--- config.mk ---
export PLATFORM = sky130hd
export DESIGN_NAME = terminal_key_sequence_decoder
export DESIGN_NICKNAME = d
export VERILOG_FILES = /design/src/hw/rtl/tksd_pkg.sv /design/src/hw/rtl/tksd_decode.sv /design/src/hw/rtl/terminal_key_sequence_decoder.sv
export SDC_FILE = /design/constraint.sdc
export NUM_CORES = 1
export LEC_CHECK = 0
export CORE_MARGIN = 2
export CORE_UTILIZATION = 63
export DETAILED_ROUTE_END_ITERATION = 8
export DONT_BUFFER_PORTS = 1
export GPL_TIMING_DRIVEN = 0
export PLACE_DENSITY = 0.83
export SETUP_SLACK_MARGIN = 0.4
export SYNTH_ARGS = -nofsm -noshare
export SYNTH_HDL_FRONTEND = slang
export SYNTH_SLANG_ARGS = --single-unit
--- constraint.sdc ---
create_clock -name clk -period 3.16 [get_ports clk]
set_input_delay 0.632 -clock clk [delete_from_list [all_inputs] [get_ports clk]]
set_output_delay 0.632 -clock clk [all_outputs]
set_load 0.05 [all_outputs]
--- src/hw/rtl/tksd_pkg.sv ---
// Shared types and constants for the terminal key sequence decoder.
package tksd_pkg;

  // Parse phase of the escape sequence recognizer
  typedef enum logic [1:0] {
    PH_IDLE  = 2'd0,
    PH_ESC   = 2'd1,
    PH_BRK   = 2'd2,
    PH_DIGIT = 2'd3
  } phase_t;

  // Key event codes
  typedef enum logic [3:0] {
    KIND_NORMAL    = 4'd0,
    KIND_ENTER     = 4'd1,
    KIND_BACKSPACE = 4'd2,
    KIND_UP        = 4'd3,
    KIND_DOWN      = 4'd4,
    KIND_LEFT      = 4'd5,
    KIND_RIGHT     = 4'd6,
    KIND_HOME      = 4'd7,
    KIND_END       = 4'd8,
    KIND_DELETE    = 4'd9
  } key_kind_t;

  // Pending digit codes seen after ESC [
  localparam logic [1:0] DIG_NONE = 2'd0;
  localparam logic [1:0] DIG_HOME = 2'd1;
  localparam logic [1:0] DIG_DEL  = 2'd2;
  localparam logic [1:0] DIG_END  = 2'd3;

  // Character codes
  localparam logic [7:0] CH_BS    = 8'h08;
  localparam logic [7:0] CH_LF    = 8'h0A;
  localparam logic [7:0] CH_CR    = 8'h0D;
  localparam logic [7:0] CH_ESC   = 8'h1B;
  localparam logic [7:0] CH_ONE   = 8'h31;
  localparam logic [7:0] CH_THREE = 8'h33;
  localparam logic [7:0] CH_FOUR  = 8'h34;
  localparam logic [7:0] CH_A     = 8'h41;
  localparam logic [7:0] CH_B     = 8'h42;
  localparam logic [7:0] CH_C     = 8'h43;
  localparam logic [7:0] CH_D     = 8'h44;
  localparam logic [7:0] CH_F     = 8'h46;
  localparam logic [7:0] CH_H     = 8'h48;
  localparam logic [7:0] CH_LBRK  = 8'h5B;
  localparam logic [7:0] CH_TILDE = 8'h7E;
  localparam logic [7:0] CH_DEL   = 8'h7F;

  // Input request
  typedef struct packed {
    logic [7:0] rx_byte;
    logic       end_of_input;
  } in_req_t;

  // Result request
  typedef struct packed {
    key_kind_t  key_kind;
    logic [7:0] key_char;
    logic       char_is_end;
  } out_req_t;

  // Decoder step result
  typedef struct packed {
    logic       emit;
    out_req_t   res;
    phase_t     phase_nxt;
    logic [1:0] digit_nxt;
  } dec_res_t;

endpackage

--- src/hw/rtl/tksd_decode.sv ---
// Combinational decode of one input byte against the current parse phase.
module tksd_decode (
  input  tksd_pkg::phase_t   phase,
  input  logic [1:0]         digit,
  input  tksd_pkg::in_req_t  req,
  output tksd_pkg::dec_res_t dec
);

  logic               eoi;
  logic [7:0]         b;
  tksd_pkg::phase_t   phase_nxt;
  logic [1:0]         digit_nxt;
  logic               emit;
  tksd_pkg::out_req_t res;

  assign eoi = req.end_of_input;
  assign b   = req.rx_byte;

  // Next phase and pending digit
  always_comb begin
    phase_nxt = tksd_pkg::PH_IDLE;
    digit_nxt = digit;
    unique case (phase)
      tksd_pkg::PH_IDLE: begin
        if (!eoi && b == tksd_pkg::CH_ESC) phase_nxt = tksd_pkg::PH_ESC;
      end
      tksd_pkg::PH_ESC: begin
        if (!eoi && b == tksd_pkg::CH_LBRK) phase_nxt = tksd_pkg::PH_BRK;
      end
      tksd_pkg::PH_BRK: begin
        if (!eoi) begin
          unique case (b)
            tksd_pkg::CH_ONE: begin
              digit_nxt = tksd_pkg::DIG_HOME;
              phase_nxt = tksd_pkg::PH_DIGIT;
            end
            tksd_pkg::CH_THREE: begin
              digit_nxt = tksd_pkg::DIG_DEL;
              phase_nxt = tksd_pkg::PH_DIGIT;
            end
            tksd_pkg::CH_FOUR: begin
              digit_nxt = tksd_pkg::DIG_END;
              phase_nxt = tksd_pkg::PH_DIGIT;
            end
            default: phase_nxt = tksd_pkg::PH_IDLE;
          endcase
        end
      end
      tksd_pkg::PH_DIGIT: phase_nxt = tksd_pkg::PH_IDLE;
      default: phase_nxt = tksd_pkg::PH_IDLE;
    endcase
  end

  // Result of this byte
  always_comb begin
    emit            = 1'b1;
    res.key_kind    = tksd_pkg::KIND_NORMAL;
    res.key_char    = 8'd0;
    res.char_is_end = 1'b0;
    unique case (phase)
      tksd_pkg::PH_IDLE: begin
        if (eoi) begin
          res.key_kind = tksd_pkg::KIND_ENTER;
        end else begin
          unique case (b) inside
            tksd_pkg::CH_CR, tksd_pkg::CH_LF: res.key_kind = tksd_pkg::KIND_ENTER;
            tksd_pkg::CH_BS, tksd_pkg::CH_DEL: res.key_kind = tksd_pkg::KIND_BACKSPACE;
            tksd_pkg::CH_ESC: emit = 1'b0;
            default: res.key_char = b;
          endcase
        end
      end
      tksd_pkg::PH_ESC: begin
        if (eoi) begin
          res.char_is_end = 1'b1;
        end else if (b == tksd_pkg::CH_LBRK) begin
          emit = 1'b0;
        end else begin
          res.key_char = b;
        end
      end
      tksd_pkg::PH_BRK: begin
        if (eoi) begin
          res.char_is_end = 1'b1;
        end else begin
          unique case (b) inside
            tksd_pkg::CH_A: res.key_kind = tksd_pkg::KIND_UP;
            tksd_pkg::CH_B: res.key_kind = tksd_pkg::KIND_DOWN;
            tksd_pkg::CH_D: res.key_kind = tksd_pkg::KIND_LEFT;
            tksd_pkg::CH_C: res.key_kind = tksd_pkg::KIND_RIGHT;
            tksd_pkg::CH_H: res.key_kind = tksd_pkg::KIND_HOME;
            tksd_pkg::CH_F: res.key_kind = tksd_pkg::KIND_END;
            tksd_pkg::CH_ONE, tksd_pkg::CH_THREE, tksd_pkg::CH_FOUR: emit = 1'b0;
            default: res.key_char = b;
          endcase
        end
      end
      tksd_pkg::PH_DIGIT: begin
        if (eoi) begin
          res.char_is_end = 1'b1;
        end else if (b == tksd_pkg::CH_TILDE) begin
          unique case (digit)
            tksd_pkg::DIG_DEL: res.key_kind = tksd_pkg::KIND_DELETE;
            tksd_pkg::DIG_END: res.key_kind = tksd_pkg::KIND_END;
            // no digit recorded: treat as home
            tksd_pkg::DIG_NONE, tksd_pkg::DIG_HOME: res.key_kind = tksd_pkg::KIND_HOME;
            default: res.key_kind = tksd_pkg::KIND_HOME;
          endcase
        end else begin
          res.key_char = b;
        end
      end
      default: emit = 1'b0;
    endcase
  end

  // Pack the step result
  assign dec = {emit, res, phase_nxt, digit_nxt};

endmodule

--- src/hw/rtl/terminal_key_sequence_decoder.sv ---
// Top level of the terminal key sequence decoder with its output buffering.
//
// Usage: feed one received byte (or an end-of-input mark) per request on the
// in_ channel; key events leave on the out_ channel, zero or one per request.
// ESC, ESC [ and ESC [ digit produce no event; the completing or breaking byte
// does. A request is taken when in_valid is high and in_stall is low, and a
// result when out_valid is high and out_stall is low.
// An accepted request's result is registered in the output register, or in the skid entry if stalled.
// Throughput: one request per cycle while in_stall is low; the phase register
// update is the only loop, one decode step deep.
// Stall: the output register is backed by one skid entry, so a request is
// still taken in the cycle the receiver first stalls; in_stall rises only
// while the skid entry holds a result and drops once the output drains.
// Reset: rst_n low clears the parse phase to idle, the pending digit to zero and both buffer
// entries to empty; the user must ensure no request is taken during reset; the block does not enforce it.
module terminal_key_sequence_decoder (
  input  logic               clk,
  input  logic               rst_n,
  input  logic               in_valid,
  output logic               in_stall,
  input  tksd_pkg::in_req_t  in_data,
  output logic               out_valid,
  input  logic               out_stall,
  output tksd_pkg::out_req_t out_data
);

  tksd_pkg::phase_t   phase_r;
  logic [1:0]         digit_r;
  tksd_pkg::dec_res_t dec;
  logic               in_acc;
  logic               out_free;
  logic               new_res;
  logic               out_valid_r;
  tksd_pkg::out_req_t out_data_r;
  logic               skid_valid_r;
  tksd_pkg::out_req_t skid_data_r;

  tksd_decode u_decode (
    .phase (phase_r),
    .digit (digit_r),
    .req   (in_data),
    .dec   (dec)
  );

  assign in_stall = skid_valid_r;
  assign in_acc   = in_valid && !skid_valid_r;
  assign out_free = !out_valid_r || !out_stall;
  assign new_res  = in_acc && dec.emit;

  // Advance the parse state on each accepted request
  always_ff @(posedge clk) begin
    if (!rst_n) begin
      phase_r <= tksd_pkg::PH_IDLE;
      digit_r <= tksd_pkg::DIG_NONE;
    end else if (in_acc) begin
      phase_r <= dec.phase_nxt;
      digit_r <= dec.digit_nxt;
    end
  end

  // Output register and skid entry control
  always_ff @(posedge clk) begin
    if (!rst_n) begin
      out_valid_r  <= 1'b0;
      skid_valid_r <= 1'b0;
    end else if (skid_valid_r) begin
      if (out_free) begin
        out_valid_r  <= 1'b1;
        skid_valid_r <= 1'b0;
      end
    end else if (new_res) begin
      if (out_free) out_valid_r <= 1'b1;
      else skid_valid_r <= 1'b1;
    end else if (out_free) begin
      out_valid_r <= 1'b0;
    end
  end

  // Result payload; hold while stalled
  always_ff @(posedge clk) begin
    if (skid_valid_r) begin
      if (out_free) out_data_r <= skid_data_r;
    end else if (new_res) begin
      if (out_free) out_data_r <= dec.res;
      else skid_data_r <= dec.res;
    end
  end

  assign out_valid = out_valid_r;
  assign out_data  = out_data_r;

endmodule

==> summary.md, run 1 <==
| Metric | Value |
|---|---|
| Outcome | `finished clean` |
| Iter 0 DRT Violations | `90` |
| Post-synth ARST share | `0%` |
| DR WL/cell | `17.9 um` |
| Largest net degree at the start of global routing | `14` |
| Most common cell on crit path | `clkbuf_1` |
| Syn_nets | `around 220` |
| Die height | `59.4 um` |
| Tcrit/Tclk final | `78.6%` |
| Initial antenna violation count | `0` |
| DRT Pass-1 Iters | `4` |
| Setup violators final | `0` |
| TNS Setup | `0 ns` |
| Count leader, synth | `edfxtp_1` |
| Final Skew | `0.00531 ns` |
| Switching portion of total power | `a little under a third` |
| Finished Cell Area | `around 0.0020 mm2` |
| CTS Buf Count | `5` |
| Worst skew pair latency | `about 0.34 ns` |
| Peak Freq | `about 0.40 GHz` |
| Max-Cap Viols | `0` |
| Drt via density | `6.81` |
| P_leak | `slightly below 0.7 nW` |
| Startpoint types | `input port` |
| Worst reg2reg path startpoint | `phase_r[0]` |
| Max H-tree Level | `2` |
| Max IR drop VDD | `0.197 mV` |
| Internal power | `0.621 mW` |
| Ys Warns | `0` |
| Primary flip-flop cell chosen by synthesis mapping | `edfxtp_1` |
| CP Capture Type | `flip-flop` |
| Setup ws final | `approximately 0.68 ns` |
| DR vias | `roughly 1600` |
| RSZ-0062 raised after global routing | `false` |
| CTS sink count | `32` |
| Post-Place Worst Slack | `a little under 0.2 ns` |
| Main area contributors after synthesis | `edfxtp_1, dfxtp_1, nand2_1` |
| P_sw | `about 0.27 mW` |
| Core area | `~0.0030 mm2` |
| Min Tclk post-route | `about 2.5 ns` |
| Synth cell types | `between 40 and 50` |
| Worst-Margin Slew | `between 0.9 and 1 ns` |
| Die Footprint | `about 0.0035 mm2` |
| Gpl congestion | `0.835` |
| Post-Synthesis Cells | `196` |
| Hold crit path type | `input port to flip-flop` |
| Area grow syn2layout | `5.62%` |
| Final Instance Count excl. Fillers | `between 200 and 250` |
| Simple-gate share of the synthesized area | `between 20 and 30%` |
| Critical path class | `input port to flip-flop` |
| Slew Limit Fails | `0` |
| Vias in the first global route | `1403` |
| Starting Density | `65.0%` |
| EDFF count, synth | `26` |
| Io pins | `28` |
| WP data required | `~3.2 ns` |
| CTS root buffer | `clkbuf_4` |
| Worst hold margin | `0.411 ns` |
| Arr. time, crit path | `approximately 2.6 ns` |
| Comb pwr share | `between 10% and 20%` |
| Area of the mapped netlist | `a little under 0.002 mm2` |
| GR peak layer | `met2` |
| Compound-gate portion of the synthesized area | `between 10% and 20%` |
| CP max stage cell | `a21oi_1` |
| M3 GR Usage | `8.52%` |
| N_diodes | `0` |
| Remaining DRCs | `0` |
| Critical Path Start | `in_data[2]` |
| Post-CTS Hold Buffers | `0` |
| GRT Overall Usage | `26.1%` |
| Power, Total | `between 0.8 and 0.9 mW` |
| Inst Count DP | `about 230` |
| Clock share of power | `roughly 28%` |
| Top Family by Delay on Critical Path | `compound AO/OA/AOI/OAI gates` |
| Placed cell area | `approximately 0.0020 mm2` |
| Synth Area in XOR/XNOR | `less than 1%` |
| CTS tree | `yes` |
| IO Port Bufs | `0` |
| Cell Chain, Critical Path | `clkbuf_1, nor2_1, a32oi_1, and3_1, a21oi_1, clkbuf_1, o41ai_1` |
| HP Start | `rst_n` |
| Post-Synth Adder-Cell Area | `around 3.9%` |
| Fin util | `68.7%` |
| Met2 Use GR | `39.1%` |
| Area share of the largest cell type after synthesis | `approximately two fifths` |
| Fin nets | `about 220` |
| Post-synth top cells | `edfxtp_1, nand2_1, inv_1` |
| Worst Path Buf+Inv | `2` |
| Num rows | `20` |
| Synth area leader | `edfxtp_1` |
| Final wirelength | `approximately 4200 um` |
| First-pass GRT wire length | `roughly 6600 um` |
| Mux share of post-synthesis cell area | `under 10%` |
| Final hold violations | `0` |
| Remaining Overflow, GRT | `0` |
| Synth Area per Inst | `~9.9 um2` |
| Power Density | `approximately 430 mW/mm2` |
| DP HPWL | `~3100 um` |
| M1 GR Usage | `around 34%` |
| Post-CTS Resized | `0` |
| Slew headroom | `around 35%` |
| Post-synthesis sequential area ratio | `between 40% and 50%` |
| CTS max path bufs | `2` |
| Worst path max stage delay | `~0.4 ns` |
| Number of synthesized register bits | `32` |
| Post-CTS Setup Inserts | `0` |
| Largest family of logic cells by synthesized area | `simple AND/OR/NAND/NOR gates` |
| Reg power frac | `61.5%` |
| CP max FO | `10` |
| Share of cells above drive strength 1 | `9.80%` |
| Die X | `slightly below 60 um` |
| Final ANT Viol Nets | `0` |
| Clk pin slew, worst setup/hold paths | `approximately 0.10 ns` |
## layout make-up
class                           instances  area (um2)
Multi-Input combinational cell        138         943
Fill cell                             216         933
Tap cell                               33        41.3
Clock buffer                            7        55.1
Inverter                               16        60.1
Clock inverter                          1        3.75
Sequential cell                        32         901
Buffer                                 10        40.0
## registers in the layout, indices dropped and copies added (netlist names)
name	count
out_data	13
skid_data_r	13
digit_r	2
phase_r	2
in_stall	1
out_valid	1
## power by group through the flow
| stage | combinational (mW) | clock, mW | sequential (mW) |
|---|---|---|---|
| 2_1_floorplan | 0.0727 | 0 | 0.554 |
| 3_3_place_gp | 0.0878 | 0 | 0.555 |
| 3_5_place_dp | 0.0917 | 0 | 0.556 |
| 4_1_cts | 0.0926 | 0.248 | 0.546 |
| 5_1_grt | 0.104 | 0.264 | 0.549 |
| 6_report | 0.0952 | 0.247 | 0.546 |
## worst paths after layout
check,cells after the start,slack [ns],end
worst max-delay path,7,0.68,out_data[5]
worst min-delay path,1,0.41,digit_r[0]
worst max register to register,7,0.70,out_data[5]
worst min register to register,2,0.51,digit_r[1]
## metal layers
metal / routed length (um) / share of wire, % / up-vias
li1: - / - / 753
met1: 1760 / 41 / 763
met2: 2030 / 48 / 88
met3: 350 / 8.3 / 10
met4: 102 / 2.4 / 0
met5: 0 / 0 / -
## cells by family (layout without fill, tap and decap cells)
| logic type | Yosys count | in the layout |
|---|---|---|
| compound gates | 43 | 43 |
| xor+xnor | 1 | 1 |
| buf+inv | 26 | 34 |
| mux | 2 | 2 |
| simple gates | 86 | 86 |
| flops | 32 | 32 |
| fa+ha+maj | 6 | 6 |
## placed cells by master (no fill, tap or decap), types with 3 or more instances in the layout
cell      Yosys  final
inv_1        16     16
nor4_1        4      4
clkbuf_4      0      5
nor3_1       10      9
ha_1          6      6
edfxtp_1     26     26
o41ai_1       7      7
nand2_1      23     23
dfxtp_1       6      6
nand3_1       3      3
clkbuf_1      8      9
and2_1        4      4
a21oi_1       5      5
or2_2         3      3
o21ai_0       6      5
o31ai_1       7      7
nor2_1       13     13
nand2b_1      4      4
No activity file was read; power rests on OpenSTA's default activity.
==> inputs of run 2 (changes only) <==
- ABC_AREA: unset -> 1
- CORE_UTILIZATION: 63 -> 57
- PLACE_DENSITY: 0.83 -> 0.79
- clock period: 3.16 -> 2 ns (I/O delays scaled with it)
==> summary.md, run 2 <==
| Metric | Value |
|---|---|
| Outcome | `finished clean` |
| Number of synthesized register bits | `32` |
| Worst hold margin | `about 0.18 ns` |
| Filler instances | `roughly 260` |
| Ys Warns | `0` |
| GRT Overall Usage | `around 22%` |
| Synth Area per Inst | `~7.9 um2` |
| Number of stages on the worst setup path | `11` |
| CP Capture Type | `flip-flop` |
| DR WL/cell | `12.7 um` |
| CTS tree | `yes` |
| TNS Setup | `0 ns` |
| Drt via density | `a little over 5` |
| Worst Path Buf+Inv | `4` |
| Remaining Overflow, GRT | `0` |
| Post-Synth Adder-Cell Area | `about 3.9%` |
| Min Tclk post-route | `about 1.7 ns` |
| Fin util | `a little over two thirds` |
| CTS sink count | `32` |
| Worst path max stage delay | `~0.4 ns` |
| Die Footprint | `0.00389 mm2` |
| Io pins | `28` |
| Slew Limit Fails | `0` |
| Post-synth ARST share | `0%` |
| Synth Area in XOR/XNOR | `0%` |
| Largest net degree at the start of global routing | `14` |
| Main area contributors after synthesis | `edfxtp_1, nand2_1, inv_1` |
| Syn_nets | `264` |
| CTS Buf Count | `5` |
| Power, Total | `about 1.3 mW` |
| Initial antenna violation count | `0` |
| Vias in the first global route | `between 1500 and 2000` |
| Primary flip-flop cell chosen by synthesis mapping | `edfxtp_1` |
| Simple-gate share of the synthesized area | `32.8%` |
| CTS max path bufs | `2` |
| Startpoint types | `flip-flop` |
| Power Density | `~560 mW/mm2` |
| Core area | `~0.0033 mm2` |
| Area share of the largest cell type after synthesis | `around 40%` |
| Final ANT Viol Nets | `0` |
| Worst skew pair latency | `approximately 0.31 ns` |
| Fin nets | `281` |
| Remaining DRCs | `0` |
| Final Skew | `roughly 0.011 ns` |
| Post-synth top cells | `nand2_1, inv_1, edfxtp_1` |
| Starting Density | `between 50 and 60%` |
| Inst Count DP | `approximately 290` |
| N_diodes | `0` |
| Post-CTS Hold Buffers | `0` |
| Synth cell types | `31` |
| Post-Place Worst Slack | `~0.12 ns` |
| Commonest non-fill, non-tap cell in the layout | `nand2_1` |
| Largest family of logic cells by synthesized area | `simple AND/OR/NAND/NOR gates` |
| Compound-gate portion of the synthesized area | `slightly below 9%` |
| RSZ-0062 raised after global routing | `true` |
| Clk pin slew, worst setup/hold paths | `0.09 ns` |
| Setup ws final | `between 0.3 and 0.4 ns` |
| Slew headroom | `69.1%` |
| DRT Pass-1 Iters | `4` |
| Iter 0 DRT Violations | `~110` |
| Placed cell area | `0.00206 mm2` |
| CP max stage cell | `dfxtp_4` |
| Count leader, synth | `nand2_1` |
| Gpl congestion | `between 0.9 and 1` |
| Hold Path Stages | `2` |
| Die X | `just over 60 um` |
| Finished Cell Area | `between 0.002 and 0.0025 mm2` |
| CTS root buffer | `clkbuf_4` |
| Arr. time, crit path | `~1.7 ns` |
| Synth area leader | `edfxtp_1` |
| Reg2reg path depth | `11` |
| Commonest non-fill, non-tap cells in the layout | `nand2_1, edfxtp_1, inv_1, nand3_1, nor2_1` |
| Setup violators final | `0` |
| WP data required | `about 2 ns` |
| P_leak | `a little over 1 nW` |
| First-pass GRT wire length | `~6700 um` |
| DP HPWL | `approximately 3000 um` |
| Max H-tree Level | `2` |
| Die height | `about 62 um` |
| Mux share of post-synthesis cell area | `0%` |
| Num rows | `21` |
| Area of the mapped netlist | `around 0.0019 mm2` |
| Peak Freq | `between 0.5 and 0.6 GHz` |
| Critical path class | `flip-flop to flip-flop` |
| CP max FO | `6` |
| Most common cell on crit path | `nand2_1` |
| Cell Chain, Critical Path | `inv_4, ha_4, inv_2, a21oi_2, nand2_1, nand2_1, nand2_2, nand2_4, a21oi_4, buf_6, buf_16` |
| Post-synthesis sequential area ratio | `between 40 and 50%` |
| Max-Cap Viols | `0` |
| Area grow syn2layout | `20.0%` |
| Final wirelength | `roughly 3900 um` |
| IO Port Bufs | `0` |
| Max IR drop VDD | `roughly 0.21 mV` |
| Final Instance Count excl. Fillers | `309` |
| Tcrit/Tclk final | `85.0%` |
| Final hold violations | `0` |
| Worst-Margin Slew | `0.464 ns` |
| Post-Synthesis Cells | `between 200 and 250` |
| Top Family by Delay on Critical Path | `flip-flops` |
| Share of cells above drive strength 1 | `~29%` |
| Hold crit path type | `input port to flip-flop` |
| DR vias | `between 1500 and 2000` |
| EDFF count, synth | `26` |
## run 2: cell count changes after synthesis, sizes merged, moves of 4 or more
cell,before,now
o41ai,7,0
nand3,4,19
o31ai,7,2
clkbuf,8,1
nor2,13,18
and2,4,0
nor4,7,0
nor3,10,5
inv,16,38
nand2b,4,0
nand2,23,89
a21oi,5,16
## run 2: kinds of logic after synthesis
kind of cell / count (synthesis)
adders and majority gates: 6
and+or+nand+nor: 138
AOI/OAI and AO/OA: 28
buffers and inverters: 41
DFF: 32
## run 2: path summary, 6_finish.rpt
check	end	slack [ns]	startpoint
worst max-delay path	out_data[1]	0.30	phase_r[1]
worst min-delay path	out_valid	0.18	rst_n
worst max register to register	out_data[1]	0.30	phase_r[1]
worst min register to register	digit_r[0]	0.48	digit_r[0]
## run 2: report_power, final
group	total, mW	switching [mW]	leakage (nW)	internal, mW
Combinational	0.149	0.0896	0.696	0.0589
Clock	0.325	0.190	0.0269	0.135
Sequential	0.842	0.0903	0.308	0.751
## run 2: routing by layer
| metal | wire (um) | vias to the layer above | GRT usage [%] |
|---|---|---|---|
| met1 | 1740 | 703 | 27.8 |
| met2 | 1980 | 55 | 38.2 |
| met5 | 0 | - | 0 |
| met3 | 153 | 8 | 3.60 |
| li1 | - | 831 | - |
| met4 | 71 | 0 | 8.33 |
## run 2: worst reg2reg max path: stages, from the launching register on
cell and delay [ns]:
dfxtp_4 0.40, inv_4 0.06, ha_4 0.21, inv_2 0.06
a21oi_2 0.03, nand2_1 0.06, nand2_1 0.07, nand2_2 0.09
nand2_4 0.06, a21oi_4 0.15, buf_6 0.13, buf_16 0.11
## run 2: area by class of cell
cell class / count / area, um2 / area share [%]
clock buffer: 7 / 45.0 / 1.93
sequential: 32 / 913 / 39.2
buffer: 3 / 13.8 / 0.590
inverter: 38 / 150 / 6.44
tap: 46 / 57.6 / 2.47
multi-input combinational: 172 / 1030 / 44.3
clock inverter: 1 / 3.75 / 0.161
timing repair buffer: 10 / 115 / 4.94
## run 2: repair_timing
action,4_1_cts,5_1_grt
pin swaps,3,1
setup endpoints to repair,39,45
hold endpoints to repair,0,0
gates resized for setup,20,12
setup buffers,9,0
cloned,1,0
==> inputs of run 3 (changes only) <==
- clock period: 2 -> 1.45 ns (I/O delays scaled with it)
==> summary.md, run 3 (synthesized netlist as in run 2, its figures left out) <==
| Metric | Value |
|---|---|
| Outcome | `finished with violations` |
| Failing checks | `negative setup slack` |
| IO Port Bufs | `0` |
| Finished Cell Area | `between 0.002 and 0.003 mm2` |
| Io pins | `28` |
| Max H-tree Level | `2` |
| Power Density | `around 750 mW/mm2` |
| Share of cells above drive strength 1 | `a little under half` |
| Placed cell area | `~0.0022 mm2` |
| Filler instances | `177` |
| DR WL/cell | `17.4 um` |
| Drt via density | `just under 6` |
| Storage element area | `916 um2` |
| Min Tclk post-route | `~1.7 ns` |
| CTS sink count | `32` |
| Commonest non-fill, non-tap cell in the layout | `nand2_1` |
| Critical path class | `flip-flop to flip-flop` |
| Tcrit/Tclk final | `120%` |
| DP HPWL | `slightly above 3000 um` |
| Area grow syn2layout | `42.6%` |
| Worst skew pair latency | `0.34 ns` |
| Largest net degree at the start of global routing | `14` |
| CTS tree | `yes` |
| CTS root buffer | `clkbuf_4` |
| Final hold violations | `0` |
| CTS Buf Count | `5` |
| CP max FO | `6` |
| Fin nets | `285` |
| DRT Pass-1 Iters | `4` |
| P_leak | `about 1.1 nW` |
| DR vias | `1839` |
| WP data required | `1.52 ns` |
| Power, Total | `~2.1 mW` |
| Startpoint types | `flip-flop` |
| Core area | `~0.0033 mm2` |
| Setup ws final | `-0.285 ns` |
| Clk pin slew, worst setup/hold paths | `approximately 0.1 ns` |
| Inst Count DP | `slightly below 300` |
| Arr. time, crit path | `between 1.5 and 2 ns` |
| First-pass GRT wire length | `~7800 um` |
| Max-Cap Viols | `0` |
| Peak Freq | `between 0.5 and 0.6 GHz` |
| GRT Overall Usage | `between 20% and 30%` |
| Starting Density | `58.7%` |
| Num rows | `21` |
| Area of the multi-input gates | `around 0.0013 mm2` |
| Remaining DRCs | `0` |
| Hold crit path type | `input port to flip-flop` |
| CP Capture Type | `flip-flop` |
| Die X | `roughly 62 um` |
| N_diodes | `0` |
| Commonest non-fill, non-tap cells in the layout | `nand2_1, edfxtp_1, inv_1, nand2_2, nor2_4` |
| Final ANT Viol Nets | `0` |
| Final Instance Count excl. Fillers | `roughly 310` |
| Iter 0 DRT Violations | `around 170` |
| Slew headroom | `between 60% and 70%` |
| Final wirelength | `5450 um` |
| RSZ-0062 raised after global routing | `true` |
| Die height | `62.4 um` |
| Worst-Margin Slew | `0.463 ns` |
| CTS max path bufs | `2` |
| Remaining Overflow, GRT | `0` |
| Final Skew | `0.0150 ns` |
| Die Footprint | `slightly below 0.004 mm2` |
| Gpl congestion | `about 0.87` |
| Initial antenna violation count | `0` |
| Max IR drop VDD | `roughly 0.48 mV` |
| Vias in the first global route | `~1700` |
| Setup violators final | `45` |
| Slew Limit Fails | `0` |
[run 3: cell types whose count changed in the layout (fill, tap and decap cells not counted), moves of 4 or more]
cell / change
nor2_1: -8
inv_2: -4
nand2_1: -13
a21oi_4: +5
nand2_2: +11
nand3_2: +7
nand3_1: -9
nor2_4: +8
[run 3: area by class of cell]
type                            count  area share (%)
Tap cell                           46            2.08
Clock buffer                        5            1.35
Multi-Input combinational cell    172            48.3
Inverter                           38            7.22
Sequential cell                    32            33.0
Timing Repair Buffer               13            5.01
Timing Repair inverter              1           0.316
Clock inverter                      3            1.35
Buffer                              3            1.31
[run 3: worst paths after layout]
| path | from | end | slack (ns) | depth (start not counted) |
|---|---|---|---|---|
| worst max register to register | phase_r[0] | out_data[11] | -0.28 | 10 |
| worst min register to register | skid_data_r[4] | out_data[4] | 0.51 | 2 |
| worst min-delay path | rst_n | digit_r[0] | 0.05 | 2 |
| worst max-delay path | phase_r[0] | out_data[11] | -0.28 | 10 |
[run 3: routing by layer]
metal	vias to the layer above	GRT usage [%]	part of all wire, %
li1	845	-	-
met1	870	30.0	38
met2	92	46.1	51
met3	32	5.41	5.2
met4	0	12.2	5.3
met5	-	0	0
[run 3: power breakdown]
part / total (mW) / internal [mW] / switching (mW)
clock: 0.655 / 0.352 / 0.303
combinational: 0.252 / 0.0962 / 0.156
sequential: 1.16 / 1.04 / 0.125
total: 2.07 / 1.48 / 0.584
[run 3: worst max-delay path, stage by stage (launching register included)]
cell	delay (ns)
dfxtp_4	0.39
inv_4	0.05
ha_4	0.23
inv_2	0.06
a21oi_2	0.03
nand2_1	0.06
nand2_1	0.07
nand2_2	0.10
nand2_2	0.08
a21oi_4	0.21
clkbuf_16	0.18
[run 3: repair_timing]
action	4_1_cts	5_1_grt
pin swaps	23	12
endpoints found under the setup margin	72	73
setup buffers	6	6
gates cloned	1	1
hold buffers	0	0
gates resized for setup	53	31
[run 3: through the flow]
| stage | worst slack [ns] | util [%] | TNS, ns | hold slack [ns] |
|---|---|---|---|---|
| CTS | -0.250 | 78.7 | -4.78 | 0.0604 |
| floorplan | -0.199 | - | -3.17 | 0.393 |
| global route | -0.328 | 83.7 | -9.42 | 0.0435 |
| detailed placement | -0.415 | 67.5 | -9.83 | 0.407 |
| global placement | -0.368 | 67.5 | -8.37 | 0.399 |
| finish | -0.285 | 83.7 | -7.15 | 0.0494 |
